===== config.mk =====
export PLATFORM = sky130hd
export DESIGN_NAME = yuyv_to_yuv444_field_extract_top
export DESIGN_NICKNAME = d
export VERILOG_FILES = /design/src/rtl/yuvfx_pkg.sv /design/src/rtl/yuvfx_cfg.sv /design/src/rtl/yuvfx_scan.sv /design/src/rtl/yuvfx_out.sv /design/src/rtl/yuyv_to_yuv444_field_extract_top.sv
export SDC_FILE = /design/constraint.sdc
export NUM_CORES = 1
export LEC_CHECK = 0
export ABC_AREA = 1
export BUFFER_PORTS_ARGS = -buffer_cell sky130_fd_sc_hd__buf_4
export CAP_MARGIN = 20
export CORE_ASPECT_RATIO = 0.7
export CORE_UTILIZATION = 60
export CTS_CLUSTER_DIAMETER = 50
export DETAILED_ROUTE_END_ITERATION = 10
export PLACE_DENSITY = 0.82
export SKIP_LAST_GASP = 1
export SLEW_MARGIN = 10
export SYNTH_ARGS = -nofsm -noshare
export SYNTH_HDL_FRONTEND = slang
export SYNTH_SLANG_ARGS = --single-unit

===== constraint.sdc =====
create_clock -name clk -period 6.8 [get_ports clk]
set_input_delay 1.36 -clock clk [delete_from_list [all_inputs] [get_ports clk]]
set_output_delay 1.36 -clock clk [all_outputs]
set_load 0.01 [all_outputs]

===== src/rtl/yuvfx_pkg.sv =====
`timescale 1ns / 1ps

package yuvfx_pkg;

  localparam int MAX_WIDTH  = 4096;
  localparam int MAX_HEIGHT = 4096;

  localparam int CFG_W     = 13;
  localparam int CFG_IDX_W = 2;
  localparam int PAIR_W    = $clog2(MAX_WIDTH / 2);
  localparam int LINE_W    = $clog2(MAX_HEIGHT);
  localparam int MAX_PAIRS = MAX_WIDTH / 2;

  localparam logic [CFG_W-1:0] WIDTH_RESET  = CFG_W'(640);
  localparam logic [CFG_W-1:0] HEIGHT_RESET = CFG_W'(480);

  typedef enum logic [CFG_IDX_W-1:0] {
    REG_FRAME_WIDTH  = 2'd0,
    REG_FRAME_HEIGHT = 2'd1,
    REG_FIELD_MODE   = 2'd2,
    REG_FIELD_SELECT = 2'd3
  } reg_index_t;

  typedef enum logic [1:0] {
    MODE_FULL   = 2'd0,
    MODE_TOP    = 2'd1,
    MODE_BOTTOM = 2'd2,
    MODE_SEQ    = 2'd3
  } field_mode_t;

  typedef struct packed {
    logic [7:0] luma_first;
    logic [7:0] chroma_blue;
    logic [7:0] luma_second;
    logic [7:0] chroma_red;
  } in_item_t;

  typedef struct packed {
    logic [7:0] out_y_even;
    logic [7:0] out_u_even;
    logic [7:0] out_v_even;
    logic [7:0] out_y_odd;
    logic [7:0] out_u_odd;
    logic [7:0] out_v_odd;
    logic       line_end;
    logic       frame_end;
  } out_item_t;

  typedef struct packed {
    logic [PAIR_W:0] pairs;
    logic [LINE_W:0] lines;
    logic            field_on;
    logic            want_odd;
  } cfg_t;

  typedef struct packed {
    logic      valid;
    logic      keep;
    out_item_t item;
  } beat_t;

endpackage


===== src/rtl/yuvfx_cfg.sv =====
`timescale 1ns / 1ps

module yuvfx_cfg
  import yuvfx_pkg::*;
(
  input  logic                 clk,
  input  logic                 rst,
  input  logic                 cfg_we,
  input  logic [CFG_IDX_W-1:0] cfg_index,
  input  logic [CFG_W-1:0]     cfg_data,
  output cfg_t                 cfg
);

  logic [CFG_W-1:0] frame_width;
  logic [CFG_W-1:0] frame_height;
  field_mode_t      field_mode;
  logic             field_select;
  logic [CFG_W-2:0] half_width;

  always_ff @(posedge clk) begin
    if (rst) begin
      frame_width  <= WIDTH_RESET;
      frame_height <= HEIGHT_RESET;
      field_mode   <= MODE_FULL;
      field_select <= 1'b0;
    end else if (cfg_we) begin
      unique case (reg_index_t'(cfg_index))
        REG_FRAME_WIDTH:  frame_width  <= cfg_data;
        REG_FRAME_HEIGHT: frame_height <= cfg_data;
        REG_FIELD_MODE:   field_mode   <= field_mode_t'(cfg_data[1:0]);
        REG_FIELD_SELECT: field_select <= cfg_data[0];
        default: ;
      endcase
    end
  end

  assign half_width = frame_width[CFG_W-1:1];

  // clamp pairs per line and lines per frame
  always_comb begin
    if (half_width == '0) begin
      cfg.pairs = (PAIR_W+1)'(1);
    end else if (CFG_W'(half_width) > CFG_W'(MAX_PAIRS)) begin
      cfg.pairs = (PAIR_W+1)'(MAX_PAIRS);
    end else begin
      cfg.pairs = (PAIR_W+1)'(half_width);
    end
    if (frame_height == '0) begin
      cfg.lines = (LINE_W+1)'(1);
    end else if ((CFG_W+1)'(frame_height) > (CFG_W+1)'(MAX_HEIGHT)) begin
      cfg.lines = (LINE_W+1)'(MAX_HEIGHT);
    end else begin
      cfg.lines = (LINE_W+1)'(frame_height);
    end
    cfg.field_on = (field_mode != MODE_FULL);
    case (field_mode)
      MODE_TOP:    cfg.want_odd = 1'b0;
      MODE_BOTTOM: cfg.want_odd = 1'b1;
      MODE_SEQ:    cfg.want_odd = field_select;
      default:     cfg.want_odd = 1'b0;
    endcase
  end

endmodule


===== src/rtl/yuvfx_scan.sv =====
`timescale 1ns / 1ps

module yuvfx_scan
  import yuvfx_pkg::*;
(
  input  logic     clk,
  input  logic     rst,
  input  cfg_t     cfg,
  input  logic     in_valid,
  output logic     in_stall,
  input  in_item_t in_data,
  input  logic     out_take,
  output beat_t    beat,
  output logic     beat_move
);

  logic [PAIR_W-1:0] pair_column;
  logic [LINE_W-1:0] line_number;
  logic              last_col;
  logic              last_line;
  logic              near_end;
  logic              keep;
  logic              fend;
  logic              accept;

  assign last_col  = ((PAIR_W+1)'(pair_column) + (PAIR_W+1)'(1)) >= cfg.pairs;
  assign last_line = ((LINE_W+1)'(line_number) + (LINE_W+1)'(1)) >= cfg.lines;
  assign near_end  = ((LINE_W+1)'(line_number) + (LINE_W+1)'(2)) >= cfg.lines;
  assign keep      = !cfg.field_on || (line_number[0] == cfg.want_odd);
  assign fend      = last_col && (cfg.field_on ? near_end : last_line);

  // drop skipped lines, move kept beats once the output register has room
  assign beat_move = beat.valid && (!beat.keep || out_take);
  assign in_stall  = beat.valid && !beat_move;
  assign accept    = in_valid && !in_stall;

  always_ff @(posedge clk) begin
    if (rst) begin
      pair_column <= '0;
      line_number <= '0;
      beat.valid  <= 1'b0;
    end else begin
      if (accept) begin
        if (last_col) begin
          pair_column <= '0;
          line_number <= last_line ? '0 : line_number + LINE_W'(1);
        end else begin
          pair_column <= pair_column + PAIR_W'(1);
        end
        beat.valid <= 1'b1;
      end else if (beat_move) begin
        beat.valid <= 1'b0;
      end
    end
  end

  always_ff @(posedge clk) begin
    if (accept) begin
      beat.keep                <= keep;
      beat.item.out_y_even     <= in_data.luma_first;
      beat.item.out_u_even     <= in_data.chroma_blue;
      beat.item.out_v_even     <= in_data.chroma_red;
      beat.item.out_y_odd      <= in_data.luma_second;
      beat.item.out_u_odd      <= in_data.chroma_blue;
      beat.item.out_v_odd      <= in_data.chroma_red;
      beat.item.line_end       <= last_col;
      beat.item.frame_end      <= fend;
    end
  end

endmodule


===== src/rtl/yuvfx_out.sv =====
`timescale 1ns / 1ps

module yuvfx_out
  import yuvfx_pkg::*;
(
  input  logic      clk,
  input  logic      rst,
  input  beat_t     beat,
  input  logic      beat_move,
  output logic      out_take,
  output logic      out_valid,
  input  logic      out_stall,
  output out_item_t out_data
);

  logic load;

  assign out_take = !out_valid || !out_stall;
  assign load     = beat_move && beat.keep;

  always_ff @(posedge clk) begin
    if (rst) begin
      out_valid <= 1'b0;
    end else if (load) begin
      out_valid <= 1'b1;
    end else if (!out_stall) begin
      out_valid <= 1'b0;
    end
  end

  always_ff @(posedge clk) begin
    if (load) begin
      out_data <= beat.item;
    end
  end

endmodule


===== src/rtl/yuyv_to_yuv444_field_extract_top.sv =====
`timescale 1ns / 1ps

// YUYV 4:2:2 macropixel to YUV 4:4:4 pixel pair converter with field extraction.
// Input channel: one macropixel (Y0 U Y1 V) per beat in raster order, taken
// when in_valid is high and in_stall is low. Output channel: one pixel pair per
// kept macropixel, chroma duplicated, with line_end on the last pair of a line
// and frame_end on the last pair of the output frame. Lines of the unwanted
// parity in field modes advance the line counter and produce no beat.
// An accepted macropixel passes the input stage register, then the output
// register. Throughput while out_stall is low: one macropixel per cycle, set by
// the input stage and output registers, each passing one beat per cycle.
// A stalled output holds its beat; one more kept beat is taken into the
// input stage register, after which in_stall rises until the output drains.
// Beats of skipped lines keep passing the input stage and are dropped.
// Configuration: cfg_we writes cfg_data into register cfg_index (0 width,
// 1 height, 2 field mode, 3 field select); write only while idle.
// Reset clears the pair and line counters, empties both stages and restores
// 640 x 480, full-frame mode, even field.

module yuyv_to_yuv444_field_extract_top
  import yuvfx_pkg::*;
(
  input  logic                 clk,
  input  logic                 rst,
  input  logic                 cfg_we,
  input  logic [CFG_IDX_W-1:0] cfg_index,
  input  logic [CFG_W-1:0]     cfg_data,
  input  logic                 in_valid,
  output logic                 in_stall,
  input  in_item_t             in_data,
  output logic                 out_valid,
  input  logic                 out_stall,
  output out_item_t            out_data
);

  cfg_t  cfg;
  beat_t beat;
  logic  beat_move;
  logic  out_take;

  yuvfx_cfg u_cfg (
    .clk       (clk),
    .rst       (rst),
    .cfg_we    (cfg_we),
    .cfg_index (cfg_index),
    .cfg_data  (cfg_data),
    .cfg       (cfg)
  );

  yuvfx_scan u_scan (
    .clk       (clk),
    .rst       (rst),
    .cfg       (cfg),
    .in_valid  (in_valid),
    .in_stall  (in_stall),
    .in_data   (in_data),
    .out_take  (out_take),
    .beat      (beat),
    .beat_move (beat_move)
  );

  yuvfx_out u_out (
    .clk       (clk),
    .rst       (rst),
    .beat      (beat),
    .beat_move (beat_move),
    .out_take  (out_take),
    .out_valid (out_valid),
    .out_stall (out_stall),
    .out_data  (out_data)
  );

endmodule


==> metrics.md <==
| Metric | Value |
|---|---|
| Worst-margin pin slew | 1.09 ns |
| Clock Skew | approximately 0.0066 ns |
| Mean post-synth cell area | between 9 and 10 um2 |
| Layout cell share with drive strength beyond 1 | approximately 20% |
| Worst setup SP type | flip-flop |
| Delay of the slowest cell on the worst path | roughly 0.53 ns |
| Met1 GRT Util | between 30% and 40% |
| Vias in the first global route | around 4,400 |
| Critical path capture point type | flip-flop |
| Met2 Use GR | 48.1% |
| Initial DRC Count | between 400 and 500 |
| Seq/Total Area, Yosys | a little over half |
| GRT Max-Usage Layer | met2 |
| Flop pwr share | 45.0% |
| Post-DP HPWL | roughly 9700 um |
| Slew headroom | 27.4% |
| Clock power share | a little under half |
| Total Routed Length | roughly 14,000 um |
| Pwr Total | approximately 1.9 mW |
| Comb power frac | ~8% |
| Worst-path maximum fanout | 24 |
| Worst-path clk slew | around 0.06 ns |
| Final hold viol count | 0 |
| Leakage | about 3.2 nW |
| Hold_buf cts | 0 |
| Final Setup Violations | 0 |
| CP dominant cell by count | nand2_1 |
| Overall global routing resource usage | between 20% and 30% |
| H-tree Lvls | 4 |
| Clk buf depth | 2 |
| #FFs+latches synth | around 120 |
| Arrival time worst endpoint | 4.04 ns |
| Mapped cell area | slightly below 0.006 mm2 |
| Vias/cell | 5.60 |
| Root buffer selected by CTS | clkbuf_16 |
| Row cnt | 29 |
| Critical path's slowest cell | dfxtp_1 |
| Netlist cell types | 31 |
| Data required time of the worst path | between 7 and 8 ns |
| CTS Buf Count | 17 |
| CP Cell Sequence | ha_1 -> nand2_1 -> nor2_1 -> nand4_1 -> nor2_1 -> nand3_1 -> xnor2_1 -> ha_1 -> nand2_1 -> o21ai_0 -> a21oi_1 -> nand3_1 -> nand2_1 -> inv_1 -> o21ai_0 -> a21oi_1 |
| Setup TNS | 0 ns |
| Area of the multi-input gates | about 0.0023 mm2 |
| Io pins | around 100 |
| Final core occ | approximately 77% |
| Post-route antenna net violation count | 0 |
| GPL Wtd Cong | a little under 0.9 |
| Setup bufs post-CTS | 0 |
| Crit path kind | reg2reg |
| Pwr dens | between 200 and 300 mW/mm2 |
| Die height | 84.5 um |
| Syn_nets | 720 |
| Starting Density | a little over three fifths |
| Pin count of the biggest net entering global routing | 41 |
| Global-route wire length before repair | roughly 22,000 um |
| Max-cap violations | 0 |
| GRT overflow | 0 |
| CTS sink count | about 120 |
| Register area | 0.00313 mm2 |
| Final min period | about 3.7 ns |
| Most common cell after layout, fill and taps aside | nand2_1 |
| Type of the tightest min-delay check | reg2reg |
| CTS tree | built |
| Initial antenna violation count | 0 |
| NetSw | between 0.4 and 0.5 mW |
| Ys Warns | 0 |
| Final Cycle Share | 54.6% |
| Diodes inserted | 0 |
| Switching share of power | 23.7% |
| Core Box Area | 0.00925 mm2 |
| DR pass1 iterations | 6 |
| Post-Syn Instances | ~630 |
| Fmax | roughly 270 MHz |
| Met3 GRT Util | about 7.7% |
| Peak supply drop | around 0.00015 V |
| DR DRC count | 0 |
| Worst-Skew Late Latency | ~0.41 ns |
| P&R area growth vs syn | 22.9% |
| Int Power | around 1.4 mW |
| Vias after detailed routing | 4,790 |
| Number of port buffers | around 100 |
| Unrepaired setup endpoints after global routing | false |
| Drt wl/cell | 16.6 um |
| Die width | roughly 120 um |
| Post-CTS sizing | 0 |
| Commonest cells after routing, fill and taps aside | 115 x nand2_1, 104 x buf_4, 71 x inv_1 |
| Die ar. | just over 0.01 mm2 |
| Run status | finished, final reports clean |
| Fill cell count | ~610 |
| Final net count | between 800 and 900 |
| Max Slew Vio Count | 0 |
[synth_stat cells]
master	number	share of area (%)
a21oi_1	43	3.7
a22oi_1	1	0.13
a31o_2	1	0.15
a31oi_1	1	0.11
and2_1	1	0.11
buf_2	3	0.26
buf_4	16	2.1
buf_6	1	0.19
clkbuf_1	12	0.77
dfxtp_1	53	18
edfxtp_1	69	36
ha_1	39	8.4
inv_1	71	4.6
inv_2	1	0.064
nand2_1	115	7.4
nand2_2	3	0.32
nand3_1	45	3.9
nand3_2	1	0.17
nand3b_1	1	0.13
nand4_1	8	0.86
nor2_1	60	3.9
nor2_2	1	0.11
nor2_4	2	0.39
nor3_1	8	0.69
nor4_1	7	0.75
nor4_2	1	0.21
o21ai_0	42	3.6
o21bai_1	1	0.13
or2_2	1	0.11
xnor2_1	1	0.15
xor2_1	20	3.0
[worst max-delay path: cells and delay by family, from the launching register on]
family,cells,cell delay [ns]
and+or+nand+nor,8,1.16
AOI/OAI and AO/OA,4,0.68
adders and majority gates,2,0.57
DFF,1,0.53
buffers and inverters,1,0.52
xor gates and xnor gates,1,0.17
[flip-flops by register name, indices dropped and copies added (netlist names)]
register / count
u_cfg.frame_height: 13
u_scan.beat: 36
u_out.out_data: 34
u_scan.pair_column: 11
u_cfg.field_mode: 2
u_cfg.field_select: 1
u_out.out_valid: 1
u_scan.line_number: 12
u_cfg.frame_width: 12
[metal layers]
layer / wire length (um) / part of all wire, % / up-vias
li1: - / - / 2289
met1: 6140 / 43 / 2221
met2: 6720 / 47 / 253
met3: 1140 / 8.0 / 27
met4: 216 / 1.5 / 0
met5: 0 / 0 / -
[final cells by class]
type | count | share of cell area, %
clock inverters | 14 | 2.08
repair buffers | 104 | 10.9
clock buffers | 17 | 5.94
inverters | 72 | 3.77
well taps | 124 | 2.17
multi-input cells | 403 | 31.4
flip-flops and latches | 122 | 43.7
[final timing paths]
path / cells after the start / to / startpoint / slack, ns
worst max-delay path: 16 / u_scan.line_number[10] / u_scan.pair_column[0] / 3.09
worst min-delay path: 0 / u_out.out_data[25] / u_scan.beat[25] / 0.41
worst max register to register: 16 / u_scan.line_number[10] / u_scan.pair_column[0] / 3.09
worst min register to register: 0 / u_out.out_data[25] / u_scan.beat[25] / 0.41
[stage by stage]
stage / instances / hold WS [ns] / cell area [um2] / setup slack, ns
after floorplan: 629 / 0.400 / 5830 / 2.83
after global placement: 824 / 0.400 / 6580 / 3.30
after detailed placement: 824 / 0.405 / 6580 / 3.10
after CTS: 855 / 0.417 / 7160 / 3.20
after global routing: 856 / 0.416 / 7170 / 2.93
final: 856 / 0.414 / 7170 / 3.09
[power by group through the flow]
stage                     Combinational, mW  Clock [mW]  Sequential, mW
final                                 0.147       0.875           0.834
after global routing                  0.162       0.910           0.837
after CTS                             0.146       0.879           0.834
after detailed placement              0.143           0           0.848
after global placement                0.136           0           0.846
after floorplan                      0.0790           0           0.847
[cells by family after synthesis]
family	after synthesis	share of synthesized area, %
adders and majority gates	39	8.37
DFF	122	53.8
and+or+nand+nor	254	19.0
xor gates and xnor gates	21	3.16
buffers and inverters	104	7.92
AOI/OAI and AO/OA	89	7.81
Power figures use the tool's default switching activity.
